`src/hcs_pkg.sv`:
```
`timescale 1ns / 1ps
// ----------------------------------------------------------------------------
// hcs_pkg
// Shared types and constants for the Hall commutation and speed block.
// ----------------------------------------------------------------------------
package hcs_pkg;

  // Field widths fixed by the interface
  localparam int TIMER_IN_W = 16;
  localparam int SPEED_W    = 16;
  localparam int NUM_W      = 24;
  localparam int STALL_W    = 14;
  localparam int SLEW_W     = 8;
  localparam int RAW_W      = 8;
  localparam int CFG_IDX_W  = 2;

  // Configuration register indexes
  typedef enum logic [CFG_IDX_W-1:0] {
    CFG_SPEED_NUM  = 2'd0,
    CFG_STALL      = 2'd1,
    CFG_SLEW_FLOOR = 2'd2,
    CFG_SLEW_CEIL  = 2'd3
  } hcs_cfg_idx_t;

  // Reset values of the configuration registers
  localparam logic [NUM_W-1:0]   SPEED_NUM_RST  = 24'd2500000;
  localparam logic [STALL_W-1:0] STALL_RST      = 14'd5000;
  localparam logic [SLEW_W-1:0]  SLEW_FLOOR_RST = 8'd20;
  localparam logic [SLEW_W-1:0]  SLEW_CEIL_RST  = 8'd200;
  localparam logic [SLEW_W-1:0]  SLEW_LIM_RST   = 8'd20;

  // Idle counter saturation point
  localparam logic [STALL_W-1:0] IDLE_SAT = 14'd11000;

  // Start-mode tick count after which start_done fires
  localparam logic [2:0] START_TICKS_MAX = 3'd3;

  // Speed saturation value
  localparam logic [SPEED_W-1:0] SPEED_MAX = 16'hFFFF;

  // Hall code (A*4 + C*2 + B) to raw sector; 0x7F and 0xFF mark invalid codes
  localparam logic [RAW_W-1:0] SECTOR_TABLE [8] = '{
    8'h7F, 8'd6, 8'd2, 8'd1, 8'd4, 8'd5, 8'd3, 8'hFF
  };
  localparam logic [RAW_W-1:0] RAW_INVALID_HI = 8'hFF;
  localparam logic [RAW_W-1:0] SECTOR_LAST    = 8'd6;

  // Sequencer states
  typedef enum logic [2:0] {
    ST_IDLE,
    ST_EVAL,
    ST_DIV,
    ST_SLEW,
    ST_DONE
  } hcs_state_t;

  // Divider status toward the sequencer
  typedef struct packed {
    logic busy;
    logic done;
  } hcs_div_stat_t;

endpackage

```
`src/hcs_hall_decode.sv`:
```
`timescale 1ns / 1ps
// ----------------------------------------------------------------------------
// hcs_hall_decode
// Hall code to raw sector lookup, reported sector and commutation step.
// ----------------------------------------------------------------------------
module hcs_hall_decode (
  input  logic                     hall_a,
  input  logic                     hall_b,
  input  logic                     hall_c,
  input  logic                     drive_reverse,
  output logic [hcs_pkg::RAW_W-1:0] raw,
  output logic [2:0]               sector,
  output logic [2:0]               step
);
  import hcs_pkg::*;

  logic [2:0] code;

  assign code = {hall_a, hall_c, hall_b};
  assign raw  = SECTOR_TABLE[code];

  // invalid codes report sector 0
  assign sector = (raw <= SECTOR_LAST) ? raw[2:0] : 3'd0;

  // forward: next sector, wrapping 6 to 1; code 7 wraps through zero to 6
  // reverse: two sectors back, wrapping in 1..6
  always_comb begin
    step = 3'd1;
    if (!drive_reverse) begin
      case (raw) inside
        [8'd1:8'd5]:    step = raw[2:0] + 3'd1;
        RAW_INVALID_HI: step = 3'd6;
        default:        step = 3'd1;
      endcase
    end else begin
      case (raw) inside
        8'd1:        step = 3'd5;
        8'd2:        step = 3'd6;
        [8'd3:8'd6]: step = raw[2:0] - 3'd2;
        default:     step = 3'd1;
      endcase
    end
  end

endmodule

```
`src/hcs_serial_div.sv`:
```
`timescale 1ns / 1ps
// ----------------------------------------------------------------------------
// hcs_serial_div
// Radix-2 restoring divider, one quotient bit per cycle.
// ----------------------------------------------------------------------------
module hcs_serial_div #(
  parameter int NUM_W = 24,
  parameter int DEN_W = 16
) (
  input  logic                  clk,
  input  logic                  rst_n,
  input  logic                  start,
  input  logic [NUM_W-1:0]      numerator,
  input  logic [DEN_W-1:0]      divisor,
  output hcs_pkg::hcs_div_stat_t stat,
  output logic [NUM_W-1:0]      quotient
);
  import hcs_pkg::*;

  localparam int CW = $clog2(NUM_W);

  logic             busy_r, busy_nxt;
  logic             done_r, done_nxt;
  logic [CW-1:0]    cnt_r, cnt_nxt;
  logic [NUM_W-1:0] shreg_r;
  logic [DEN_W-1:0] rem_r;
  logic [DEN_W-1:0] den_r;

  logic [DEN_W:0]   trial;
  logic [DEN_W:0]   diff;
  logic             ge;

  // numerator bits shift out at the top, quotient bits shift in at the bottom
  assign trial = {rem_r, shreg_r[NUM_W-1]};
  assign ge    = trial >= {1'b0, den_r};
  assign diff  = trial - {1'b0, den_r};

  always_comb begin
    busy_nxt = busy_r;
    done_nxt = 1'b0;
    cnt_nxt  = cnt_r;
    if (start) begin
      busy_nxt = 1'b1;
      cnt_nxt  = CW'(NUM_W - 1);
    end else if (busy_r) begin
      cnt_nxt = cnt_r - CW'(1);
      if (cnt_r == '0) begin
        busy_nxt = 1'b0;
        done_nxt = 1'b1;
      end
    end
  end

  always_ff @(posedge clk) begin
    if (!rst_n) begin
      busy_r <= 1'b0;
      done_r <= 1'b0;
      cnt_r  <= '0;
    end else begin
      busy_r <= busy_nxt;
      done_r <= done_nxt;
      cnt_r  <= cnt_nxt;
    end
  end

  always_ff @(posedge clk) begin
    if (start) begin
      shreg_r <= numerator;
      rem_r   <= '0;
      den_r   <= divisor;
    end else if (busy_r) begin
      shreg_r <= {shreg_r[NUM_W-2:0], ge};
      rem_r   <= ge ? diff[DEN_W-1:0] : trial[DEN_W-1:0];
    end
  end

  assign stat.busy = busy_r;
  assign stat.done = done_r;
  assign quotient  = shreg_r;

endmodule

```
`src/hall_commutation_speed.sv`:
```
`timescale 1ns / 1ps
// ----------------------------------------------------------------------------
// hall_commutation_speed
// Hall sensor commutation and speed measurement, one result beat per tick.
// ----------------------------------------------------------------------------
// Each input beat is one sensor tick: three Hall levels, drive direction,
// start-mode flag and a free-running timer sample. Each tick returns one
// result beat with the commutation step, decoded sector, slew-limited speed
// (plain and signed), rotation sign and a start_done pulse. Items are handled
// one at a time: a tick that does not close a measurement passes through
// the evaluate and output states before the next tick is accepted; every
// CHANGES_PER_MEASURE-th sector change also runs the speed division through
// a radix-2 serial divider, one quotient bit per cycle over the 24-bit
// numerator. The input is stalled for the whole time a tick is being worked
// on. The result sits in an output register, so the next beat is accepted
// while it waits; a finished result that finds the previous one still not
// taken holds in the last state. A zero timer delta divides to all ones and
// so saturates at 65535. Configuration writes are taken at any time but must
// only be issued while the block is idle.
// ----------------------------------------------------------------------------
module hall_commutation_speed #(
  parameter int CHANGES_PER_MEASURE = 5,
  parameter int TIMER_BITS          = 16
) (
  input  logic                           clk,
  input  logic                           rst_n,
  // tick input
  input  logic                           in_valid,
  output logic                           in_stall,
  input  logic                           in_hall_a,
  input  logic                           in_hall_b,
  input  logic                           in_hall_c,
  input  logic                           in_drive_reverse,
  input  logic                           in_start_mode,
  input  logic [hcs_pkg::TIMER_IN_W-1:0] in_timer_count,
  // result output
  output logic                           out_valid,
  input  logic                           out_stall,
  output logic [2:0]                     out_commutation_step,
  output logic [2:0]                     out_hall_sector,
  output logic [hcs_pkg::SPEED_W-1:0]    out_speed_magnitude,
  output logic signed [hcs_pkg::SPEED_W-1:0] out_speed_signed,
  output logic                           out_rotating_negative,
  output logic                           out_start_done,
  // configuration writes
  input  logic                           cfg_we,
  input  logic [hcs_pkg::CFG_IDX_W-1:0]  cfg_index,
  input  logic [hcs_pkg::NUM_W-1:0]      cfg_wdata
);
  import hcs_pkg::*;

  localparam int CCW   = $clog2(CHANGES_PER_MEASURE + 1);
  localparam int TW_IN = (TIMER_BITS < TIMER_IN_W) ? TIMER_BITS : TIMER_IN_W;

  // configuration registers
  logic [NUM_W-1:0]   speed_num_r;
  logic [STALL_W-1:0] stall_ticks_r;
  logic [SLEW_W-1:0]  slew_floor_r;
  logic [SLEW_W-1:0]  slew_ceil_r;

  // control state
  hcs_state_t          state_r, state_nxt;
  logic [RAW_W-1:0]    last_sector_r, last_sector_nxt;
  logic [STALL_W-1:0]  idle_ticks_r, idle_ticks_nxt;
  logic [CCW-1:0]      change_count_r, change_count_nxt;
  logic [TIMER_BITS-1:0] last_timer_r, last_timer_nxt;
  logic [SPEED_W-1:0]  speed_now_r, speed_now_nxt;
  logic [SPEED_W-1:0]  speed_before_r, speed_before_nxt;
  logic [SLEW_W-1:0]   slew_limit_r, slew_limit_nxt;
  logic                sign_neg_r, sign_neg_nxt;
  logic [2:0]          start_ticks_r, start_ticks_nxt;
  logic                out_valid_r, out_valid_nxt;

  // captured beat and per-tick results
  logic                  hall_a_r, hall_b_r, hall_c_r;
  logic                  reverse_r, start_mode_r;
  logic [TIMER_IN_W-1:0] timer_r;
  logic [2:0]            step_r;
  logic [2:0]            sector_r;
  logic                  done_flag_r, done_flag_nxt;

  // output registers
  logic [2:0]         out_step_r;
  logic [2:0]         out_sector_r;
  logic [SPEED_W-1:0] out_speed_r;
  logic [SPEED_W-1:0] out_signed_r;
  logic               out_neg_r;
  logic               out_done_r;

  // strobes
  logic accept;
  logic eval_en;
  logic out_ld;
  logic div_start;

  // datapath
  logic [RAW_W-1:0]      raw;
  logic [2:0]            dec_sector;
  logic [2:0]            dec_step;
  logic [TIMER_BITS-1:0] timer_v;
  logic [TIMER_BITS-1:0] delta;
  hcs_div_stat_t         div_stat;
  logic [NUM_W-1:0]      div_quotient;
  logic [SPEED_W-1:0]    target;
  logic [SPEED_W-1:0]    diff;
  logic                  up;
  logic [SLEW_W:0]       lim_dbl;
  logic [SLEW_W-1:0]     lim_half;
  logic [SPEED_W-1:0]    speed_dec;
  logic [2:0]            st_inc;

  assign accept   = in_valid && (state_r == ST_IDLE);
  assign in_stall = (state_r != ST_IDLE);

  hcs_hall_decode u_decode (
    .hall_a        (hall_a_r),
    .hall_b        (hall_b_r),
    .hall_c        (hall_c_r),
    .drive_reverse (reverse_r),
    .raw           (raw),
    .sector        (dec_sector),
    .step          (dec_step)
  );

  // timer sample held to TIMER_BITS, delta wraps at the same width
  assign timer_v = TIMER_BITS'(timer_r[TW_IN-1:0]);
  assign delta   = timer_v - last_timer_r;

  hcs_serial_div #(
    .NUM_W (NUM_W),
    .DEN_W (TIMER_BITS)
  ) u_div (
    .clk       (clk),
    .rst_n     (rst_n),
    .start     (div_start),
    .numerator (speed_num_r),
    .divisor   (delta),
    .stat      (div_stat),
    .quotient  (div_quotient)
  );

  // slew limiter inputs
  assign target   = (|div_quotient[NUM_W-1:SPEED_W]) ? SPEED_MAX
                                                     : div_quotient[SPEED_W-1:0];
  assign up       = target > speed_before_r;
  assign diff     = up ? (target - speed_before_r) : (speed_before_r - target);
  assign lim_dbl  = {slew_limit_r, 1'b0};
  assign lim_half = slew_limit_r >> 1;

  // idle decay, applied on the way out
  assign speed_dec = ((idle_ticks_r > stall_ticks_r) && (speed_now_r != '0)) ?
                     (speed_now_r - SPEED_W'(1)) : speed_now_r;

  assign st_inc = start_ticks_r + 3'd1;

  always_comb begin
    state_nxt        = state_r;
    last_sector_nxt  = last_sector_r;
    idle_ticks_nxt   = idle_ticks_r;
    change_count_nxt = change_count_r;
    last_timer_nxt   = last_timer_r;
    speed_now_nxt    = speed_now_r;
    speed_before_nxt = speed_before_r;
    slew_limit_nxt   = slew_limit_r;
    sign_neg_nxt     = sign_neg_r;
    start_ticks_nxt  = start_ticks_r;
    done_flag_nxt    = done_flag_r;
    eval_en          = 1'b0;
    out_ld           = 1'b0;
    div_start        = 1'b0;
    out_valid_nxt    = out_valid_r && out_stall;

    case (state_r)
      ST_IDLE: begin
        if (in_valid) begin
          state_nxt = ST_EVAL;
        end
      end

      ST_EVAL: begin
        eval_en       = 1'b1;
        done_flag_nxt = 1'b0;
        if (start_mode_r) begin
          if (st_inc > START_TICKS_MAX) begin
            done_flag_nxt   = 1'b1;
            start_ticks_nxt = '0;
          end else begin
            start_ticks_nxt = st_inc;
          end
        end

        if (raw == last_sector_r) begin
          if (idle_ticks_r < IDLE_SAT) begin
            idle_ticks_nxt = idle_ticks_r + STALL_W'(1);
          end
        end else begin
          idle_ticks_nxt   = '0;
          change_count_nxt = change_count_r + CCW'(1);
          // sign only updates on a 3 <-> 4 transition
          if ((raw inside {[8'd3:8'd4]}) && (last_sector_r inside {[8'd3:8'd4]})) begin
            sign_neg_nxt = raw > last_sector_r;
          end
        end
        last_sector_nxt = raw;

        if (change_count_nxt >= CCW'(CHANGES_PER_MEASURE)) begin
          change_count_nxt = '0;
          last_timer_nxt   = timer_v;
          div_start        = 1'b1;
          state_nxt        = ST_DIV;
        end else begin
          state_nxt = ST_DONE;
        end
      end

      ST_DIV: begin
        if (div_stat.done) begin
          state_nxt = ST_SLEW;
        end
      end

      ST_SLEW: begin
        if (diff > SPEED_W'(slew_limit_r)) begin
          speed_now_nxt = up ? (speed_before_r + SPEED_W'(slew_limit_r))
                             : (speed_before_r - SPEED_W'(slew_limit_r));
          if (slew_limit_r < slew_ceil_r) begin
            slew_limit_nxt = (lim_dbl > {1'b0, slew_ceil_r}) ? slew_ceil_r
                                                              : lim_dbl[SLEW_W-1:0];
          end
        end else begin
          speed_now_nxt = target;
          if (slew_limit_r > slew_floor_r) begin
            slew_limit_nxt = (lim_half < slew_floor_r) ? slew_floor_r : lim_half;
          end
        end
        speed_before_nxt = speed_now_nxt;
        state_nxt        = ST_DONE;
      end

      ST_DONE: begin
        done_flag_nxt = done_flag_r;
        if (!out_valid_r || !out_stall) begin
          speed_now_nxt = speed_dec;
          out_ld        = 1'b1;
          out_valid_nxt = 1'b1;
          state_nxt     = ST_IDLE;
        end
      end

      default: begin
        state_nxt = ST_IDLE;
      end
    endcase
  end

  always_ff @(posedge clk) begin
    if (!rst_n) begin
      state_r        <= ST_IDLE;
      last_sector_r  <= '0;
      idle_ticks_r   <= '0;
      change_count_r <= '0;
      last_timer_r   <= '0;
      speed_now_r    <= '0;
      speed_before_r <= '0;
      slew_limit_r   <= SLEW_LIM_RST;
      sign_neg_r     <= 1'b0;
      start_ticks_r  <= '0;
      out_valid_r    <= 1'b0;
      done_flag_r    <= 1'b0;
    end else begin
      state_r        <= state_nxt;
      last_sector_r  <= last_sector_nxt;
      idle_ticks_r   <= idle_ticks_nxt;
      change_count_r <= change_count_nxt;
      last_timer_r   <= last_timer_nxt;
      speed_now_r    <= speed_now_nxt;
      speed_before_r <= speed_before_nxt;
      slew_limit_r   <= slew_limit_nxt;
      sign_neg_r     <= sign_neg_nxt;
      start_ticks_r  <= start_ticks_nxt;
      out_valid_r    <= out_valid_nxt;
      done_flag_r    <= done_flag_nxt;
    end
  end

  // configuration registers
  always_ff @(posedge clk) begin
    if (!rst_n) begin
      speed_num_r   <= SPEED_NUM_RST;
      stall_ticks_r <= STALL_RST;
      slew_floor_r  <= SLEW_FLOOR_RST;
      slew_ceil_r   <= SLEW_CEIL_RST;
    end else if (cfg_we) begin
      case (cfg_index)
        CFG_SPEED_NUM:  speed_num_r   <= cfg_wdata;
        CFG_STALL:      stall_ticks_r <= cfg_wdata[STALL_W-1:0];
        CFG_SLEW_FLOOR: slew_floor_r  <= cfg_wdata[SLEW_W-1:0];
        CFG_SLEW_CEIL:  slew_ceil_r   <= cfg_wdata[SLEW_W-1:0];
        default: ;
      endcase
    end
  end

  // beat capture, tick results and output payload
  always_ff @(posedge clk) begin
    if (accept) begin
      hall_a_r     <= in_hall_a;
      hall_b_r     <= in_hall_b;
      hall_c_r     <= in_hall_c;
      reverse_r    <= in_drive_reverse;
      start_mode_r <= in_start_mode;
      timer_r      <= in_timer_count;
    end
    if (eval_en) begin
      step_r   <= dec_step;
      sector_r <= dec_sector;
    end
    if (out_ld) begin
      out_step_r   <= step_r;
      out_sector_r <= sector_r;
      out_speed_r  <= speed_dec;
      out_signed_r <= sign_neg_r ? (SPEED_W'(0) - speed_dec) : speed_dec;
      out_neg_r    <= sign_neg_r;
      out_done_r   <= done_flag_r;
    end
  end

  assign out_valid             = out_valid_r;
  assign out_commutation_step  = out_step_r;
  assign out_hall_sector       = out_sector_r;
  assign out_speed_magnitude   = out_speed_r;
  assign out_speed_signed      = out_signed_r;
  assign out_rotating_negative = out_neg_r;
  assign out_start_done        = out_done_r;

  // ---------------------------------------------------------------------------
  // Assertions
  // ---------------------------------------------------------------------------
  a_idle_sat: assert property (@(posedge clk) disable iff (!rst_n)
    idle_ticks_r <= IDLE_SAT)
    else $error("idle tick count beyond saturation");

  a_start_ticks: assert property (@(posedge clk) disable iff (!rst_n)
    start_ticks_r <= START_TICKS_MAX)
    else $error("start tick count out of range");

  a_div_owned: assert property (@(posedge clk) disable iff (!rst_n)
    (div_stat.busy || div_stat.done) |-> (state_r == ST_DIV))
    else $error("divider active outside division state");

  a_done_holds: assert property (@(posedge clk) disable iff (!rst_n)
    (state_r == ST_DONE && out_valid_r && out_stall) |=>
      (state_r == ST_DONE && out_valid_r))
    else $error("result overwrote a beat still waiting");

endmodule

```
`config.mk`:
```
export PLATFORM = sky130hd
export DESIGN_NAME = hall_commutation_speed
export DESIGN_NICKNAME = d
export VERILOG_FILES = /design/src/hcs_pkg.sv /design/src/hcs_hall_decode.sv /design/src/hcs_serial_div.sv /design/src/hall_commutation_speed.sv
export SDC_FILE = /design/constraint.sdc
export NUM_CORES = 1
export LEC_CHECK = 0
export ABC_AREA = 1
export BUFFER_PORTS_ARGS = -buffer_cell sky130_fd_sc_hd__buf_2
export CAP_MARGIN = 20
export CORE_MARGIN = 8
export CORE_UTILIZATION = 60
export CTS_BUF_LIST = sky130_fd_sc_hd__clkbuf_8
export CTS_CLUSTER_DIAMETER = 150
export DETAILED_ROUTE_END_ITERATION = 7
export PLACE_DENSITY = 0.82
export SLEW_MARGIN = 20
export SYNTH_ARGS = -nofsm -noshare
export SYNTH_HDL_FRONTEND = slang
export SYNTH_SLANG_ARGS = --single-unit
```
`constraint.sdc`:
```
create_clock -name clk -period 9.55 [get_ports clk]
set_input_delay 0.4775 -clock clk [delete_from_list [all_inputs] [get_ports clk]]
set_output_delay 0.4775 -clock clk [all_outputs]
set_load 0.005 [all_outputs]
```
==> flow_metrics.py <==
metrics = {
    "floorplanning": {
        "pin_count": 94,
        "rows": 62,
        "start_util_pct": 60.62,
        "core_um2": 28630,
        "die_h_um": 186.1,
        "die_w_um": 186.1,
        "die-area_um2": 34620,
    },
    "timing": {
        "hold_viol": 0,
        "min_period_ps": 5647,
        "finClkSkew_ps": 30.48,
        "tightest_slew_ps": 981.4,
        "setup_viol": 0,
        "timing.fmax_mhz": 177.1,
        "fin_crit_sh_pct": 59.13,
        "rsz0062_at_grt": "false",
        "finalSetupTns_ps": 0,
        "relSlewSlack_pct": 34.41,
        "maxSlewViolCount": 0,
    },
    "critical_path": {
        "cp_max_fo": 22,
        "end_kind": "flip-flop",
        "cp_slowest_stage_delay_ps": 410,
        "path_buf_inv": 9,
        "cp_top_family": "simple AND/OR/NAND/NOR gates",
        "worstPathRequired_ps": 9960,
        "cpMostUsedCell": "nand2_1",
        "crit_slowest_cell": "edfxtp_1",
        "startpoint_type": "flip-flop",
        "critPathArrivalTime_ps": 6050,
        "worstSetupPathType": "reg2reg",
    },
    "synthesis": {
        "ys_top_cells_by_area": "dfxtp_1, edfxtp_1, nand2_1",
        "yosys-top-cells-count": "nand2_1, inv_1, nor2_1",
        "synth_warnings": 0,
        "synthMuxAreaShare_pct": 0.05768,
        "synthCells": 2365,
        "synth_edf_count": 106,
        "synth.distinct_cells": 53,
        "ys_seq_area_share_pct": 37.26,
        "yosysMostFrequentCell": "nand2_1",
        "synthArstFlopShare_pct": 0,
        "synthesis.nets": 2568,
        "synth.cell_area_um2": 17350,
        "yosys.area_share.simple_pct": 24.57,
        "synthAdderAreaFrac_pct": 11.10,
        "avgSynthCellArea_um2": 7.337,
        "synth_top_family_by_area": "simple AND/OR/NAND/NOR gates",
        "synth-seq-cells": 270,
        "synth_top_area_share_pct": 18.92,
        "synthXorXnorAreaFrac_pct": 4.088,
        "synthFlopType": "dfxtp_1",
        "synth_compound_area_share_pct": 13.61,
        "synth_largest_area_cell": "dfxtp_1",
    },
    "clock_tree": {
        "cts_tree": "done",
        "postCtsHoldBufs": 0,
        "cts_root_buffer": "clkbuf_8",
        "clkSlewWorstSetupHoldPaths_ps": 60,
        "cts.sinks": 270,
        "h-tree-depth": 2,
        "ctsResizeCount": 0,
        "clockBufferDepth": 3,
        "cts_made_buffers": 46,
        "cts_setup_buffers": 0,
        "clk_latency_ps": 560,
    },
    "pwr": {
        "power.switching_uw": 829.2,
        "internal_power_mw": 2.071,
        "p_leak_nw": 9.292,
        "ir_drop_mv": 0.1241,
        "pwr-share-seq_pct": 45.2,
        "power_density_nw_per_um2": 151.6,
        "total_power_mw": 2.900,
        "swShare_pct": 28.59,
        "combPwrFrac_pct": 16.6,
        "p_clk_share_pct": 38.2,
    },
    "routing": {
        "drt-pass1-iter-count": 5,
        "routedWlPerCell_um": 15.10,
        "viasPerCell": 5.447,
        "drt_iter0_drc": 1061,
        "postRouteAntennaNets": 0,
        "routed_wl_um": 43330,
        "drc": 0,
        "vias": 15628,
    },
    "cells_and_area": {
        "multi_input_area_um2": 9304,
        "diodes": 0,
        "num-nets-final": 2651,
        "register_area_um2": 6466,
        "area_growth_pct": 10.22,
        "fillers": 2401,
        "final_layout_size_suffix_gt1_share_pct": 8.571,
        "finish.utilization_pct": 66.82,
        "layout.cells.non_filler": 2869,
    },
    "run": {
        "cap_violations": 0,
    },
    "placement": {
        "dp.cells": 2783,
        "gp_congestion": 0.9658,
        "post-dp-hpwl_um": 32770,
        "portBuffers": 93,
    },
    "grt": {
        "grt_pass1_vias": 15100,
        "grt_max_degree": 72,
        "grt.overflow.total": 0,
        "antenna_found_initial": 0,
        "grt_util_all_layers_pct": 25.26,
        "grt_pass1_wl_um": 71610,
    },
    "outcome": {
        "outcome": "finished, final reports clean",
    },
    "hold_path": {
        "hp-class": "in2reg",
    },
}
cell families (layout without fill, tap and decap cells):
| family | count (synthesis) | count (layout) |
|---|---|---|
| compound gates | 423 | 423 |
| xor+xnor | 81 | 81 |
| flops | 270 | 270 |
| fa+ha+maj | 151 | 151 |
| simple gates | 1019 | 1019 |
| mux | 1 | 1 |
| buf+inv | 420 | 540 |
worst reg2reg max path: cells and delay by family (launching register included):
kind | cells | cell delay (ps)
xor gates and xnor gates | 1 | 190
adders and majority gates | 2 | 520
DFF | 1 | 410
buffers and inverters | 9 | 1100
and+or+nand+nor | 19 | 2550
AOI/OAI and AO/OA | 4 | 720
layer usage:
layer  vias to the layer above  part of all wire, %  track usage, %
li1                       7931                    -               -
met1                      7110                   43           31.70
met2                       459                   46           41.94
met3                       128                  6.0           3.670
met4                         0                  4.6           12.77
met5                         -                    0               0
final cells by class:
class	count	share of cell area [%]
flip-flops and latches	270	33.81
repair buffers	103	2.892
well taps	384	2.512
multi-input cells	1675	48.65
clock buffers	58	4.174
clock inverters	27	1.053
inverters	352	6.915
registers in the layout, summed over array words and instances (netlist names), 15 cells and up:
signal / cells
u_div.rem_r: 16
speed_now_r: 16
timer_r: 16
out_speed_signed: 15
u_div.den_r: 16
out_speed_magnitude: 16
u_div.quotient: 24
speed_num_r: 24
last_timer_r: 16
speed_before_r: 16
power groups by stage:
stage	logic [mW]	clock network, mW	registers [mW]
floorplan	0.358	0	1.32
global route	0.545	1.18	1.32
global placement	0.459	0	1.33
detailed placement	0.473	0	1.34
CTS	0.476	1.13	1.31
finish	0.480	1.11	1.31
worst paths after layout:
path	startpoint	endpoint	slack, ps	depth (start not counted)
setup / recovery	u_div.quotient[23]$_DFFE_PP_	slew_limit_r[4]$_SDFFE_PN1P_	3900	35
hold / removal	in_timer_count[4]	timer_r[4]$_DFFE_PP_	100	1
setup reg to reg	u_div.quotient[23]$_DFFE_PP_	slew_limit_r[4]$_SDFFE_PN1P_	3900	35
hold reg to reg	sector_r[2]$_SDFFCE_PN0N_	out_hall_sector[2]$_DFFE_PP_	400	0
through the flow:
stage	cell area, um^2	hold WS [ps]	setup slack [ps]
after CTS	19100	73.88	3965
after detailed placement	18100	404.5	4005
after floorplan	17350	400.3	5050
after global placement	18100	403.2	4204
after global routing	19130	74.15	3342
final	19130	95.70	3903
layout by cell type, fill, tap and decap left out, types with 93 or more instances in the layout:
| cell type | synthesis | final |
|---|---|---|
| a21oi_1 | 173 | 173 |
| buf_2 | 13 | 93 |
| dfxtp_1 | 164 | 164 |
| edfxtp_1 | 106 | 106 |
| ha_1 | 146 | 146 |
| inv_1 | 337 | 350 |
| nand2_1 | 602 | 602 |
| nand3_1 | 135 | 135 |
| nor2_1 | 192 | 189 |
| o21ai_0 | 145 | 145 |
Power figures use the tool's default switching activity.
